$ cat src/hdl/arsp_pkg.sv
package arsp_pkg;

   localparam int unsigned MaxPayloadDefault = 2048;
   localparam int unsigned MaxLineDefault    = 255;

   typedef struct packed {
      logic [1:0] opcode;
      logic [7:0] rx_byte;
   } req_type;

   typedef struct packed {
      logic [3:0]  event_res;
      logic [7:0]  payload_byte;
      logic        payload_last;
      logic [11:0] payload_length;
      logic [31:0] client_ip;
      logic [15:0] client_port;
      logic [1:0]  link_state;
      logic        handshake_done;
      logic        accepted;
   } rsp_type;

   localparam logic [1:0] OP_RX     = 2'd0;
   localparam logic [1:0] OP_HEADER = 2'd1;
   localparam logic [1:0] OP_BODY   = 2'd2;
   localparam logic [1:0] OP_PLAIN  = 2'd3;

   localparam logic [1:0] LS_READY   = 2'd0;
   localparam logic [1:0] LS_SENDING = 2'd1;
   localparam logic [1:0] LS_AWAIT   = 2'd2;
   localparam logic [1:0] LS_ERROR   = 2'd3;

   localparam logic [3:0] EV_READY     = 4'd0;
   localparam logic [3:0] EV_RESTARTED = 4'd1;
   localparam logic [3:0] EV_OK        = 4'd2;
   localparam logic [3:0] EV_SEND_OK   = 4'd3;
   localparam logic [3:0] EV_ERROR     = 4'd4;
   localparam logic [3:0] EV_SEND_FAIL = 4'd5;
   localparam logic [3:0] EV_PROMPT    = 4'd6;
   localparam logic [3:0] EV_OTHER     = 4'd7;
   localparam logic [3:0] EV_PAYLOAD   = 4'd8;
   localparam logic [3:0] EV_HDR_ERROR = 4'd9;
   localparam logic [3:0] EV_COMMAND   = 4'd10;

   localparam int unsigned NumCand = 8;
   localparam int unsigned CandIpd = 0;
   localparam int unsigned CandPrompt = 1;
   localparam int unsigned CandReady = 2;
   localparam int unsigned CandRecv = 7;

   typedef enum logic [2:0] {
      MODE_LINE    = 3'b001,
      MODE_HEADER  = 3'b010,
      MODE_PAYLOAD = 3'b100
   } mode_type;

   // Candidate text character at a given line position, 8'h00 marks beyond end.
   function automatic logic [7:0] cand_char(input logic [2:0] c, input logic [3:0] p);
      logic [87:0] s;
      logic [3:0]  n;
      begin
         s = '0;
         n = 4'd0;
         unique case (c)
            3'd0: begin s[87:56] = "+IPD";            n = 4'd4;  end
            3'd1: begin s[87:72] = "> ";              n = 4'd2;  end
            3'd2: begin s[87:32] = "ready\r\n";       n = 4'd7;  end
            3'd3: begin s[87:56] = "OK\r\n";          n = 4'd4;  end
            3'd4: begin s[87:32] = "ERROR\r\n";       n = 4'd7;  end
            3'd5: begin s[87:16] = "SEND OK\r\n";     n = 4'd9;  end
            3'd6: begin s = "SEND FAIL\r\n";          n = 4'd11; end
            default: begin s[87:56] = "Recv";         n = 4'd4;  end
         endcase
         if (p < n) begin
            cand_char = s[8'd87 - {1'b0, p, 3'b000} -: 8];
         end else begin
            cand_char = 8'h00;
         end
      end
   endfunction

   function automatic logic [3:0] cand_len(input logic [2:0] c);
      begin
         unique case (c)
            3'd0: cand_len = 4'd4;
            3'd1: cand_len = 4'd2;
            3'd2: cand_len = 4'd7;
            3'd3: cand_len = 4'd4;
            3'd4: cand_len = 4'd7;
            3'd5: cand_len = 4'd9;
            3'd6: cand_len = 4'd11;
            default: cand_len = 4'd4;
         endcase
      end
   endfunction

endpackage

$ cat src/hdl/arsp_line_match.sv
module arsp_line_match #(
   parameter int unsigned LineW = 8
) (
   input  logic [LineW-1:0] line_pos,
   input  logic [7:0]       match_mask,
   input  logic [7:0]       rx_byte,
   output logic [7:0]       next_mask
);
   import arsp_pkg::*;

   always_comb begin
      next_mask = '0;
      for (int i = 0; i < NumCand; i++) begin
         if (match_mask[i]) begin
            if (line_pos < LineW'(cand_len(3'(i)))) begin
               if (cand_char(3'(i), line_pos[3:0]) == rx_byte) begin
                  next_mask[i] = 1'b1;
               end
            end else if (i == CandRecv) begin
               next_mask[i] = 1'b1;
            end
         end
      end
   end
endmodule

$ cat src/hdl/at_response_stream_parser_top.sv
// AT response stream parser.
// Input channel req_*: one transaction carries an opcode and a received byte.
// Opcode received byte feeds the line, header or payload parser; the three
// command opcodes report whether the command is allowed and update link state.
// Output channel rsp_*: zero or one transaction per input transaction, carrying
// the event code, payload byte and last mark, and a snapshot of the parsed
// header fields and link status.
// A result is registered at the edge that accepts the input. One transaction is
// accepted every cycle while the result register is free or being emptied; the parse
// state is updated by combinational logic between the input and the result register.
// When the receiver stalls, the result register holds and req_ready drops
// only while it is full and not being emptied.
// Synchronous reset returns the parser to line mode with all candidates live,
// clears the accumulators, sets the link to ready and clears the ready and
// handshake flags. No transaction is accepted during reset.
module at_response_stream_parser_top #(
   parameter int unsigned MAX_PAYLOAD = arsp_pkg::MaxPayloadDefault,
   parameter int unsigned MAX_LINE    = arsp_pkg::MaxLineDefault
) (
   input  logic              clock,
   input  logic              reset,
   input  logic              req_valid,
   output logic              req_ready,
   input  arsp_pkg::req_type req_data,
   output logic              rsp_valid,
   input  logic              rsp_ready,
   output arsp_pkg::rsp_type rsp_data
);
   import arsp_pkg::*;

   localparam int unsigned LineW = $clog2(MAX_LINE + 1);
   localparam int unsigned LenW  = $clog2(MAX_PAYLOAD + 2);
   localparam logic [LenW-1:0] LenCap = LenW'(MAX_PAYLOAD + 1);
   localparam logic [LenW-1:0] LenMax = LenW'(MAX_PAYLOAD);
   localparam logic [LineW-1:0] LineMax = LineW'(MAX_LINE);

   mode_type         mode_ff, mode_in;
   logic [LineW-1:0] pos_ff, pos_in;
   logic [7:0]       mask_ff, mask_in, mask_next;
   logic [1:0]       comma_ff, comma_in;
   logic [LenW-1:0]  len_ff, len_in, remain_ff, remain_in;
   logic [16:0]      port_ff, port_in;
   logic [7:0]       octet_ff, octet_in;
   logic [31:0]      ip_ff, ip_in;
   logic [1:0]       link_ff, link_in;
   logic             seen_ff, seen_in, hs_ff, hs_in;
   logic             rsp_valid_ff, rsp_valid_in;
   rsp_type          rsp_ff, rsp_in;

   logic       fire, emit;
   logic [3:0] ev;
   logic       ok, last, digit;
   logic [3:0] d;
   logic [7:0] b;
   logic [LenW+3:0] len_mul;
   logic [20:0] port_mul;
   logic [11:0] oct_mul;
   logic       whole_hit;
   logic [3:0] whole_ev;
   logic       whole_ready;

   assign req_ready = !reset && (!rsp_valid_ff || rsp_ready);
   assign fire      = req_valid && req_ready;
   assign rsp_valid = rsp_valid_ff;
   assign rsp_data  = rsp_ff;
   assign b         = req_data.rx_byte;
   assign digit     = (b >= 8'h30) && (b <= 8'h39);
   assign d         = b[3:0];

   arsp_line_match #(.LineW(LineW)) u_match (
      .line_pos  (pos_ff),
      .match_mask(mask_ff),
      .rx_byte   (b),
      .next_mask (mask_next)
   );

   assign len_mul  = (LenW+4)'(len_ff) * (LenW+4)'(10) + (LenW+4)'(d);
   assign port_mul = 21'(port_ff) * 21'd10 + 21'(d);
   assign oct_mul  = 12'(octet_ff) * 12'd10 + 12'(d);

   // First whole-line candidate whose full text ends on this byte.
   always_comb begin
      whole_hit   = 1'b0;
      whole_ev    = EV_OTHER;
      whole_ready = 1'b0;
      for (int i = 6; i >= 2; i--) begin
         if (mask_next[i] && ((LineW+1)'(pos_ff) + 1'b1 == (LineW+1)'(cand_len(3'(i))))) begin
            whole_hit = 1'b1;
            whole_ready = (i == CandReady);
            unique case (i)
               3: whole_ev = EV_OK;
               4: whole_ev = EV_ERROR;
               5: whole_ev = EV_SEND_OK;
               6: whole_ev = EV_SEND_FAIL;
               default: whole_ev = EV_READY;
            endcase
         end
      end
   end

   always_comb begin
      mode_in = mode_ff; pos_in = pos_ff; mask_in = mask_ff; comma_in = comma_ff;
      len_in = len_ff; remain_in = remain_ff; port_in = port_ff; octet_in = octet_ff;
      ip_in = ip_ff; link_in = link_ff; seen_in = seen_ff; hs_in = hs_ff;
      emit = 1'b0; ev = EV_OTHER; ok = 1'b0; last = 1'b0;

      if (req_data.opcode != OP_RX) begin
         unique case (req_data.opcode)
            OP_HEADER: ok = hs_ff && (link_ff == LS_READY);
            OP_BODY:   ok = hs_ff && (link_ff == LS_AWAIT);
            default:   ok = 1'b1;
         endcase
         if (ok) begin
            link_in = LS_SENDING;
         end
         emit = 1'b1;
         ev = EV_COMMAND;
      end else begin
         unique case (mode_ff)
            MODE_PAYLOAD: begin
               last = (remain_ff <= LenW'(1));
               emit = 1'b1;
               ev = EV_PAYLOAD;
               if (last) begin
                  remain_in = '0;
                  mode_in = MODE_LINE;
                  pos_in = '0;
                  mask_in = '1;
               end else begin
                  remain_in = remain_ff - 1'b1;
               end
            end
            MODE_HEADER: begin
               if (b == 8'h3A) begin
                  hs_in = 1'b1;
                  if (len_ff == '0 || len_ff > LenMax) begin
                     mode_in = MODE_LINE;
                     pos_in = '0;
                     mask_in = '1;
                     emit = 1'b1;
                     ev = EV_HDR_ERROR;
                  end else begin
                     remain_in = len_ff;
                     mode_in = MODE_PAYLOAD;
                  end
               end else if (b == 8'h2C) begin
                  if (comma_ff == 2'd2) begin
                     ip_in = {ip_ff[23:0], octet_ff};
                     octet_in = '0;
                  end
                  if (comma_ff != 2'd3) begin
                     comma_in = comma_ff + 1'b1;
                  end
               end else if (comma_ff == 2'd1 && digit) begin
                  len_in = (len_ff > LenCap || len_mul > (LenW+4)'(LenCap)) ? LenCap
                           : len_mul[LenW-1:0];
               end else if (comma_ff == 2'd2) begin
                  if (digit) begin
                     octet_in = (oct_mul > 12'd255) ? 8'd255 : oct_mul[7:0];
                  end else if (b == 8'h2E) begin
                     ip_in = {ip_ff[23:0], octet_ff};
                     octet_in = '0;
                  end
               end else if (comma_ff == 2'd3 && digit) begin
                  port_in = (port_ff > 17'd65535 || port_mul > 21'd65535) ? 17'd65535
                            : port_mul[16:0];
               end
            end
            default: begin
               mask_in = mask_next;
               if (mask_next[CandIpd] && pos_ff == LineW'(3)) begin
                  mode_in = MODE_HEADER;
                  comma_in = '0; len_in = '0; port_in = '0; octet_in = '0; ip_in = '0;
                  pos_in = '0;
                  mask_in = '1;
               end else if (mask_next[CandPrompt] && pos_ff == LineW'(1)) begin
                  link_in = LS_AWAIT;
                  pos_in = '0;
                  mask_in = '1;
                  emit = 1'b1;
                  ev = EV_PROMPT;
               end else if (b == 8'h0A) begin
                  emit = 1'b1;
                  ev = whole_ev;
                  if (whole_hit && whole_ready) begin
                     ev = seen_ff ? EV_RESTARTED : EV_READY;
                     seen_in = 1'b1;
                  end else if (whole_hit && (whole_ev == EV_OK || whole_ev == EV_SEND_OK)) begin
                     link_in = LS_READY;
                  end else if (whole_hit && whole_ev == EV_ERROR) begin
                     link_in = LS_ERROR;
                  end else if (whole_hit && whole_ev == EV_SEND_FAIL) begin
                     port_in = '0; ip_in = '0; hs_in = 1'b0; link_in = LS_ERROR;
                  end else if (mask_next[CandRecv] && pos_ff >= LineW'(4)) begin
                     emit = 1'b0;
                  end
                  pos_in = '0;
                  mask_in = '1;
               end else if (pos_ff < LineMax) begin
                  pos_in = pos_ff + 1'b1;
               end
            end
         endcase
      end
   end

   // Result snapshot uses the state after the transaction, as the fields are read post-update.
   always_comb begin
      rsp_in = rsp_ff;
      rsp_valid_in = rsp_valid_ff;
      if (rsp_ready) begin
         rsp_valid_in = 1'b0;
      end
      if (fire && emit) begin
         rsp_valid_in = 1'b1;
         rsp_in.event_res      = ev;
         rsp_in.payload_byte   = (ev == EV_PAYLOAD) ? b : 8'h00;
         rsp_in.payload_last   = last;
         rsp_in.payload_length = 12'(len_in);
         rsp_in.client_ip      = ip_in;
         rsp_in.client_port    = port_in[15:0];
         rsp_in.link_state     = link_in;
         rsp_in.handshake_done = hs_in;
         rsp_in.accepted       = ok;
      end
   end

   always_ff @(posedge clock) begin
      rsp_ff <= rsp_in;
      if (reset) begin
         mode_ff <= MODE_LINE; pos_ff <= '0; mask_ff <= '1; comma_ff <= '0;
         len_ff <= '0; remain_ff <= '0; port_ff <= '0; octet_ff <= '0; ip_ff <= '0;
         link_ff <= LS_READY; seen_ff <= 1'b0; hs_ff <= 1'b0; rsp_valid_ff <= 1'b0;
      end else begin
         rsp_valid_ff <= rsp_valid_in;
         if (fire) begin
            mode_ff <= mode_in; pos_ff <= pos_in; mask_ff <= mask_in; comma_ff <= comma_in;
            len_ff <= len_in; remain_ff <= remain_in; port_ff <= port_in;
            octet_ff <= octet_in; ip_ff <= ip_in; link_ff <= link_in;
            seen_ff <= seen_in; hs_ff <= hs_in;
         end
      end
   end
endmodule

$ cat config.mk
export PLATFORM = sky130hd
export DESIGN_NAME = at_response_stream_parser_top
export DESIGN_NICKNAME = d
export VERILOG_FILES = /design/src/hdl/arsp_pkg.sv /design/src/hdl/arsp_line_match.sv /design/src/hdl/at_response_stream_parser_top.sv
export SDC_FILE = /design/constraint.sdc
export NUM_CORES = 1
export LEC_CHECK = 0
export ABC_AREA = 1
export BUFFER_PORTS_ARGS = -buffer_cell sky130_fd_sc_hd__buf_2
export CAP_MARGIN = 0
export CORE_UTILIZATION = 35
export CTS_CLUSTER_SIZE = 28
export DETAILED_ROUTE_END_ITERATION = 12
export GPL_ROUTABILITY_DRIVEN = 0
export GPL_TIMING_DRIVEN = 1
export PLACE_DENSITY = 0.49
export SLEW_MARGIN = 25
export SYNTH_ARGS = -nofsm -noshare
export SYNTH_HDL_FRONTEND = slang
export SYNTH_SLANG_ARGS = --single-unit
$ cat constraint.sdc
create_clock -name clock -period 11.8 [get_ports clock]
set_input_delay 0.59 -clock clock [delete_from_list [all_inputs] [get_ports clock]]
set_output_delay 0.59 -clock clock [all_outputs]
set_load 0.02 [all_outputs]
# Yosys cells after proc, flatten, opt, wreduce, memory -nomap -nowiden
# Index checks and enable logic that the tools add are counted.
[totals] regBits=184 latchBits=0 mem_bits_rw=0 mem_bits_ro=0 out_inout_bits=79 n_memories=0
[op_classes] n_addsub=8 n_mul=3 div=0 magnitude_cmp=27 n_eq_ne=50 n_shift=8 mux=223 n_bitwise=5 reduce_logical=47
[op_table] op="$shiftx 95x9->8" count=8
[op_table] op="$mux 32" count=21
[op_table] op="$mux 8" count=46
[op_table] op="$mux 56" count=4
[op_table] op="$mux 17" count=13
[op_table] op="$mux 88" count=2
[op_table] op="$mux 72" count=2
[op_table] op="$mux 4" count=34
[op_table] op="$mux 12" count=9
[op_table] op="$mux 16" count=5
[op_table] op="$eq 8x8->1" count=8
[op_table] op="$lt 8x4->1" count=8
[op_table] op="$pmux 32 s2" count=1
[op_table] op="$mux 1" count=54
[op_table] op="$pmux 12 s2" count=2
[op_table] op="$pmux 8 s2" count=3
[op_table] op="$pmux 17 s2" count=1
[op_table] op="$lt 4x4->1" count=8
[op_table] op="$mux 2" count=15
[op_table] op="$ne 2x2->1 const B" count=13
[op_table] op="$eq 8x6->1 const B" count=3
[op_table] op="$gt 12x12->1 const B" count=2
[op_table] op="$add 21x4->21" count=1
[op_table] op="$gt 21x16->1 const B" count=1
[op_table] op="other kinds (53)" count=107

# Logic depth before layout (Yosys ltp)
# Gate-level depths: netlist of run 1.
[logic_depth] word_depth=31 mapped_depth=28 depth_no_buf=27

# Hierarchy
# Synthesis of run 1 repeated with hierarchy kept, for this count alone.
[hier_totals] hier_cells=2176 area_unflattened_um2=15031.9
[modules_own_cells] mod="at_response_stream_parser_top" instances=1 cells_per_inst=1861 area_per_inst_um2=13411.6
[modules_own_cells] mod="arsp_line_match" instances=1 cells_per_inst=315 area_per_inst_um2=1620.3

# Worst setup path before layout of run 1
# No wires, ideal clock.
[synth_path] path_type="register to register" start="reg pos_ff[1]" end="reg rsp_ff (netlist bit rsp_data[0]) (enable)" t_arrival_ns=4.150 slack_ns=7.219 stages_incl_launch_ff=25 path_buffers=2 synth_period_minus_slack_ns=4.581 path_cell_list="dfxtp_1 ha_1 inv_1 nand2_2 nand2_4 buf_8 buf_6 ha_1 inv_1 nand2_2 nand3_1 nand2_1 nand2_1 nand2_1 nor2_1 nand3_1 nand2_2 nand2_1 nand2_1 nand4_1 nand3_1 nand2_1 nand2_1 nand2_1 inv_1"
[synth_via] elab_chain_cells=27 word_cells_on_any_way=128 classes_between="2 x add/sub; 17 x order compare; 18 x eq/ne; 8 x shift; 69 x mux; 14 x reduce/logical"
[synth_rtl] item="from (decl)" line_no="at_response_stream_parser_top.sv:38" source="logic [LineW-1:0] pos_ff, pos_in;"
[synth_rtl] item="from (signal assigned)" line_no="at_response_stream_parser_top.sv:237" source="mode_ff <= mode_in; pos_ff <= pos_in; mask_ff <= mask_in; comma_ff <= comma_in;"
[synth_rtl] item="$sub 7x7->8" line_no="arsp_pkg.sv:75" source="cand_char = s[8'd87 - {1'b0, p, 3'b000} -: 8];"
[synth_rtl] item="$shiftx 95x9->8" line_no="arsp_pkg.sv:75"
[synth_rtl] item="$mux 8" line_no="arsp_pkg.sv:74" source="if (p < n) begin"
[synth_rtl] item="$mux 8" line_no="arsp_line_match.sv:15" source="if (line_pos < LineW'(cand_len(3'(i)))) begin"
[synth_rtl] item="$mux 8" line_no="arsp_line_match.sv:14" source="if (match_mask[i]) begin"
[synth_rtl] item="$eq 8x8->1" line_no="arsp_line_match.sv:16" source="if (cand_char(3'(i), line_pos[3:0]) == rx_byte) begin"
[synth_rtl] item="$mux 1" line_no="arsp_line_match.sv:16"
[synth_rtl] item="$mux 1" line_no="arsp_line_match.sv:15"
[synth_rtl] item="[11 not listed]"
[synth_rtl] item="$mux 1" line_no="at_response_stream_parser_top.sv:188" source="end else if (whole_hit && (whole_ev == EV_OK || whole_ev == EV_SEND_OK)) begin"
[synth_rtl] item="$mux 1" line_no="at_response_stream_parser_top.sv:185" source="if (whole_hit && whole_ready) begin"
[synth_rtl] item="$mux 1" line_no="at_response_stream_parser_top.sv:182" source="end else if (b == 8'h0A) begin"
[synth_rtl] item="$mux 1" line_no="at_response_stream_parser_top.sv:176" source="end else if (mask_next[CandPrompt] && pos_ff == LineW'(1)) begin"
[synth_rtl] item="$mux 1 (*)" line_no="at_response_stream_parser_top.sv:171" source="if (mask_next[CandIpd] && pos_ff == LineW'(3)) begin"
[synth_rtl] item="$pmux 1 s2 (*)" line_no="at_response_stream_parser_top.sv:119" source="unique case (mode_ff)"
[synth_rtl] item="$mux 1 (*)" line_no="at_response_stream_parser_top.sv:107" source="if (req_data.opcode != OP_RX) begin"
[synth_rtl] item="$logic_and 1x1->1 (*)" line_no="at_response_stream_parser_top.sv:214" source="if (fire && emit) begin"
[synth_rtl] item="to (signal assigned)" line_no="at_response_stream_parser_top.sv:229" source="rsp_ff <= rsp_in;"
[synth_rtl] item="to (decl)" line_no="at_response_stream_parser_top.sv:48" source="rsp_type rsp_ff, rsp_in;"
# Mark *: on every way between the ends. The rest lies on a longest branch, timed or not. The select of a mux whose other input is x is not followed.
# A chain may end at the register's enable or synchronous reset.

# Final worst setup path of run 1
[layout_path] start="reg pos_ff[1]" end="reg rsp_ff (netlist bit rsp_data[36]) (enable)"
# The elaborated chain is that of the path after synthesis.

==> impl_metrics.toml, run 1 <==
[critical_path]
cpMostUsedCell = "nand2_1"
crit_chain = "ha_1 > inv_1 > nand2_2 > nand2_1 > nand2_1 > inv_1 > nand3_1 > nand2_1 > nand2_1 > inv_1 > nand2_1 > nor2_1 > nand3_1 > nand2_2 > nand2_1 > nand2_1 > nand4_1 > nand3_1 > nand2_1 > nand2_1 > nand2_1 > clkinv_2 > buf_4"
crit_fanout = 56
critPathRequiredTime_ns = 11.89
end_kind = "flop"
critPathLaunchType = "flop"
crit_arrival_ns = 4.88
critPathSlowestCell = "buf_4"
r2r_start = "pos_ff[1]"
crit_type = "reg -> reg"
critPathMaxStageDelay_ns = 0.67
cp-startpoint = "pos_ff[1]"

[power_and_ir_drop]
p_seq_share_pct = 47.4
total_power_mw = 1.48
vdd.ir_drop.worst_mv = 0.0864
p_comb_share_pct = 11.6
p_int_mw = 1.05
pwr-share-clk_pct = 41.0
power.density_nw_per_um2 = 90.1
p_sw_share_pct = 28.6
power.switching_mw = 0.423
p_leak_nw = 7.38

[floorplanning]
dieHeight_um = 209
initial_core_util_pct = 35.6
core_um2 = 42000
dieArea_um2 = 43600
row_count = 75
io_pins = 93
die_x_um = 209

[global_routing]
grt_start_max_net_pins = 74
overflow = 0
grt_use_total_pct = 22.1
grt_pass1_wl_um = 77100
antenna_found_initial = 0
grt_pass1_vias = 14000

[clocking]
clock-sinks = 184
cts_resized = 0
cts_setup_buffers = 0
clock_latency_ns = 0.47
clockRootBuffer = "clkbuf_16"
cts_tree = "built"
clk_path_buf_depth = 2
hold_buffers = 0
htreeDepth = 4
numCtsBuffers = 17
clkTransAtPathRegs_ns = 0.07

[timing]
finalHoldViolCount = 0
tightest_slew_ns = 0.988
period_share_pct = 40.6
timing.fmax_mhz = 209
fin_crit_ns = 4.79
fin_setup_tns_ns = 0
slew_headroom_pct = 33.9
setup_violations = 0
finalWorstSetupSlack_ns = 7.01
maxSlewViolCount = 0
clock_skew_ns = 0.0180
rsz0062_at_grt = "false"

[synthesis]
yosysUniqueCellTypes = 59
syn_nets = 2263
synthCells = 2156
avgSynthCellArea_um2 = 6.95
syn-cell-area_um2 = 15000
synth-warning-count = 0
seq_area_frac_synth_pct = 29.7
synth-seq-cells = 184

[drt]
vias_per_cell = 5.36
drtAntennaViolNets = 0
drt_iter0_drc = 938
wl_per_cell_um = 17.5
num_vias = 14600
drcViolationCount = 0
wl_um = 47700
drt_pass1_iterations = 5

[finish]
n_antenna_cell = 0
fillerInstances = 4532
area_delta_synth_final_pct = 9.40
drive_gt1_share_pct = 10.6
fin_nets = 2287

[status]
status = "complete, no violations"

[place]
place_hpwl_um = 33500
dp_slack_ns = 7.01
port_buffers = 92

[hold_path]
hold_start = "seen_ff"
hold_path_class = "reg -> reg"

[run]
drv_cap = 0
## through the flow
| stage | hold WS, ns | instances | cell area, um2 | util [%] |
|---|---|---|---|---|
| 2_1_floorplan | 0.436 | 2156 | 15000 | - |
| 3_3_place_gp | 0.448 | 2700 | 15800 | 37.5 |
| 3_5_place_dp | 0.456 | 2700 | 15800 | 37.6 |
| 4_1_cts | 0.442 | 2732 | 16400 | 39.0 |
| 5_1_grt | 0.493 | 2732 | 16400 | 39.0 |
| 6_report | 0.464 | 2732 | 16400 | 39.0 |
## state kept, by name (all words and copies together) (netlist names), 8 cells and up
register	count
mask_ff	8
octet_ff	8
ip_ff	32
port_ff	17
len_ff	12
pos_ff	8
remain_ff	12
rsp_data	77
## area by class of cell
| cell class | count | area, um2 | share of cell area [%] |
|---|---|---|---|
| sequential | 184 | 4450 | 27.2 |
| multi-input combinational | 1610 | 9120 | 55.6 |
| tap | 539 | 674 | 4.12 |
| inverter | 263 | 991 | 6.05 |
| clock inverter | 14 | 169 | 1.03 |
| timing repair buffer | 104 | 551 | 3.36 |
| clock buffer | 18 | 429 | 2.62 |
## cells by family after synthesis
| group | share of synthesized area, % |
|---|---|
| AND/OR/NAND/NOR | 32.6 |
| AO/OA/AOI/OAI | 17.5 |
| buffers and inverters | 9.62 |
| flip-flops | 29.7 |
| adder cells (fa/ha/maj) | 8.07 |
| XOR/XNOR | 2.51 |
## Yosys cell counts (all sizes together)
| master | instances | area share, % |
|---|---|---|
| a2111oi | 1 | 0.058 |
| a211oi | 82 | 4.1 |
| a21boi | 5 | 0.25 |
| a21o | 1 | 0.050 |
| a21oi | 118 | 4.0 |
| a221oi | 7 | 0.41 |
| a22oi | 9 | 0.45 |
| a311oi | 1 | 0.058 |
| a31oi | 1 | 0.042 |
| and2 | 1 | 0.042 |
| buf | 31 | 1.3 |
| clkbuf | 68 | 1.7 |
| clkinv | 7 | 0.18 |
| dfxtp | 107 | 14 |
| edfxtp | 77 | 15 |
| fa | 6 | 0.80 |
| ha | 87 | 7.3 |
| inv | 256 | 6.4 |
| nand2 | 479 | 12 |
| nand3 | 208 | 8.0 |
| nand3b | 8 | 0.40 |
| nand4 | 49 | 2.1 |
| nor2 | 241 | 6.8 |
| nor3 | 56 | 1.9 |
| nor3b | 3 | 0.15 |
| nor4 | 5 | 0.21 |
| o2111ai | 2 | 0.12 |
| o211a | 1 | 0.067 |
| o211ai | 6 | 0.30 |
| o21a | 32 | 1.6 |
| o21ai | 103 | 3.4 |
| o21bai | 7 | 0.35 |
| o221ai | 32 | 1.9 |
| o22ai | 3 | 0.13 |
| o31ai | 1 | 0.050 |
| o41ai | 1 | 0.11 |
| or2 | 9 | 0.38 |
| or3 | 1 | 0.042 |
| or3b | 1 | 0.058 |
| xnor2 | 12 | 0.70 |
| xor2 | 31 | 1.8 |
## worst max-delay path, delay by kind of cell (launching register included)
| kind | cells | cell delay [ns] |
|---|---|---|
| DFF | 1 | 0.39 |
| buffers and inverters | 5 | 1.51 |
| and+or+nand+nor | 17 | 2.24 |
| adders and majority gates | 1 | 0.23 |
## layout by cell type, fill, tap and decap left out, types with 48 or more instances in the layout
cell type,count
nor2_1,223
edfxtp_1,77
nand3_1,176
nor3_1,53
ha_1,85
a211oi_1,82
inv_1,249
nand2_1,456
nand4_1,48
a21oi_1,115
buf_2,92
dfxtp_1,107
o21ai_0,87
## power by group through the flow
stage | logic, mW | clock network [mW] | registers [mW]
CTS | 0.172 | 0.625 | 0.701
floorplan | 0.104 | 0 | 0.724
detailed placement | 0.171 | 0 | 0.715
global placement | 0.171 | 0 | 0.715
global route | 0.190 | 0.645 | 0.703
finish | 0.171 | 0.605 | 0.701
## worst paths after layout
kind,end,slack [ns],cells past startpoint
max,rsp_data[36],7.01,23
min,seen_ff,0.46,2
max reg2reg,rsp_data[36],7.01,23
min reg2reg,seen_ff,0.46,2
## layer usage
| metal | GRT usage, % | up-vias | wire (um) |
|---|---|---|---|
| li1 | - | 7367 | - |
| met1 | 30.9 | 6873 | 23400 |
| met2 | 35.5 | 350 | 21500 |
| met3 | 2.86 | 42 | 2100 |
| met4 | 6.36 | 0 | 758 |
| met5 | 0 | - | 0 |
No activity file was read; power rests on OpenSTA's default activity.
==> run 2, diff against run 1 <==
==> constraint.sdc (replaced) <==
create_clock -name clock -period 4.73 [get_ports clock]
set_input_delay 0.2365 -clock clock [delete_from_list [all_inputs] [get_ports clock]]
set_output_delay 0.2365 -clock clock [all_outputs]
set_load 0.02 [all_outputs]
==> run 2 against run 1 <==
Sequential share of layout area decreased by 0.097 points. Die area unchanged. Power increased by 150%. Global-route usage increased by 0.25 points. Non-clock buffer count increased by 9. Critical path type unchanged. Critical endpoint unchanged.
==> impl_metrics.toml, run 2 (same netlist as run 1, synthesis figures left out) <==
[hold_path]
hold_path_end = "rsp_valid"
hold_path_class = "in -> reg"
hold_start = "rsp_ready"
whs_path_depth = 4

[clocking]
clock-sinks = 184
hold_buffers = 0
clock_latency_ns = 0.48
clockRootBuffer = "clkbuf_16"
cts_tree = "built"
htreeDepth = 4
numCtsBuffers = 17
clkTransAtPathRegs_ns = 0.07
clk_path_buf_depth = 2

[drt]
drtAntennaViolNets = 0
drt_iter0_drc = 1030
drt_pass1_iterations = 7
drcViolationCount = 0
vias_per_cell = 5.38
wl_um = 47900
wl_per_cell_um = 17.5
num_vias = 14700

[floorplanning]
dieHeight_um = 209
dieArea_um2 = 43600
initial_core_util_pct = 35.6
row_count = 75
core_um2 = 42000
die_x_um = 209
io_pins = 93

[critical_path]
end_kind = "flop"
crit_arrival_ns = 4.24
r2r_slack_ns = 0.62
critPathLaunchType = "flop"
crit_fanout = 61
r2r_start = "pos_ff[1]"
crit_type = "reg -> reg"
critPathRequiredTime_ns = 4.86
worstReg2RegEnd = "rsp_data[36]"
worst-r2r-cell-count = 23

[global_routing]
grt_use_total_pct = 22.4
global_route.usage.met1_pct = 31.5
grt_pass1_wl_um = 77500
busiest_layer = "met2"
overflow = 0
antenna_found_initial = 0
met2_usage_pct = 35.4
grt_pass1_vias = 14100
grt_start_max_net_pins = 87
grtUsageMet3_pct = 2.68

[timing]
whs_ns = 0.0909
fin_setup_tns_ns = 0
slew_headroom_pct = 32.2
clock_skew_ns = 0.0182
timing.fmax_mhz = 244
maxSlewViolCount = 0
fin_crit_ns = 4.11
tightest_slew_ns = 1.02
setup_violations = 0
finalWorstSetupSlack_ns = 0.624
rsz0062_at_grt = "false"
period_share_pct = 86.8
finalHoldViolCount = 0

[place]
place_hpwl_um = 33700
dp_slack_ns = 0.506
postPlaceCellArea_um2 = 15900
port_buffers = 92

[power_and_ir_drop]
total_power_mw = 3.64
p_leak_nw = 7.41
vdd.ir_drop.worst_mv = 0.262
power.density_nw_per_um2 = 221

[finish]
layout_commonest_cell = "nand2_1"
n_antenna_cell = 0
largest_register_ffs = 77
fillerInstances = 4571
fin_nets = 2296
stdcell_area_um2 = 16400
area_delta_synth_final_pct = 9.79
final_cell_mix = "nand2_1 (455), inv_1 (249), nor2_1 (223)"
drive_gt1_share_pct = 11.0

[status]
status = "complete, no violations"

[run]
drv_cap = 0
[run 2: cell types whose count changed in the layout (fill, tap and decap cells not counted), sizes merged]
cell,change
clkinvlp,-3
buf,+9
bufinv,-1
clkinv,+4
[run 2: how the worst max path moves through the flow]
stage	slack, ns	endpoint	start
detailed placement	0.51	rsp_data[37]	pos_ff[0]
global placement	0.62	rsp_data[37]	pos_ff[1]
CTS	0.50	rsp_data[37]	pos_ff[0]
global route	0.12	rsp_data[7]	port_ff[1]
finish	0.62	rsp_data[36]	pos_ff[1]
floorplan	0.15	rsp_data[0]	pos_ff[1]
[run 2: layer usage]
metal / vias to the layer above / part of all wire, %
met5: - / 0
met4: 0 / 1.7
met3: 55 / 5.0
met2: 383 / 45
met1: 6912 / 48
li1: 7396 / -
[run 2: stage by stage]
step                utilization [%]  instances
floorplan                         -       2156
global placement               37.7       2709
detailed placement             37.7       2709
CTS                            39.1       2741
global route                   39.1       2741
finish                         39.1       2741
[run 2: timing repair]
item | in CTS | in global routing
resized for setup | 0 | 1
setup endpoints to repair | 0 | 61
hold endpoints to repair | 0 | 0
buffers inserted | 0 | 0
[run 2: power by group]
part	internal, mW	leakage, nW	switching (mW)
combinational	0.132	5.54	0.298
clock	0.737	0.273	0.720
sequential	1.70	1.59	0.0420
total	2.57	7.41	1.06
[run 2: layout make-up]
| type | instances | area [um2] | area share, % |
|---|---|---|---|
| clock inverter | 14 | 138 | 0.837 |
| multi-input combinational | 1610 | 9130 | 55.5 |
| timing repair buffer | 113 | 631 | 3.83 |
| sequential | 184 | 4450 | 27.1 |
| clock buffer | 18 | 429 | 2.61 |
| tap | 539 | 674 | 4.10 |
| inverter | 263 | 992 | 6.03 |
[run 2: critical path, cell delays in order, from the launching register on]
cell,delay (ns)
dfxtp_1,0.47
ha_1,0.24
inv_1,0.09
nand2_2,0.16
nand2_4,0.20
ha_1,0.26
inv_1,0.08
nand2_2,0.15
nand3_1,0.13
nand2_1,0.05
nand2_1,0.06
nand2_1,0.06
nor2_1,0.16
nand3_1,0.16
nand2_2,0.18
nand2_1,0.08
nand2_1,0.08
nand4_1,0.13
nand3_1,0.15
nand2_1,0.06
nand2_1,0.06
nand2_1,0.10
clkinv_2,0.26
buf_12,0.37
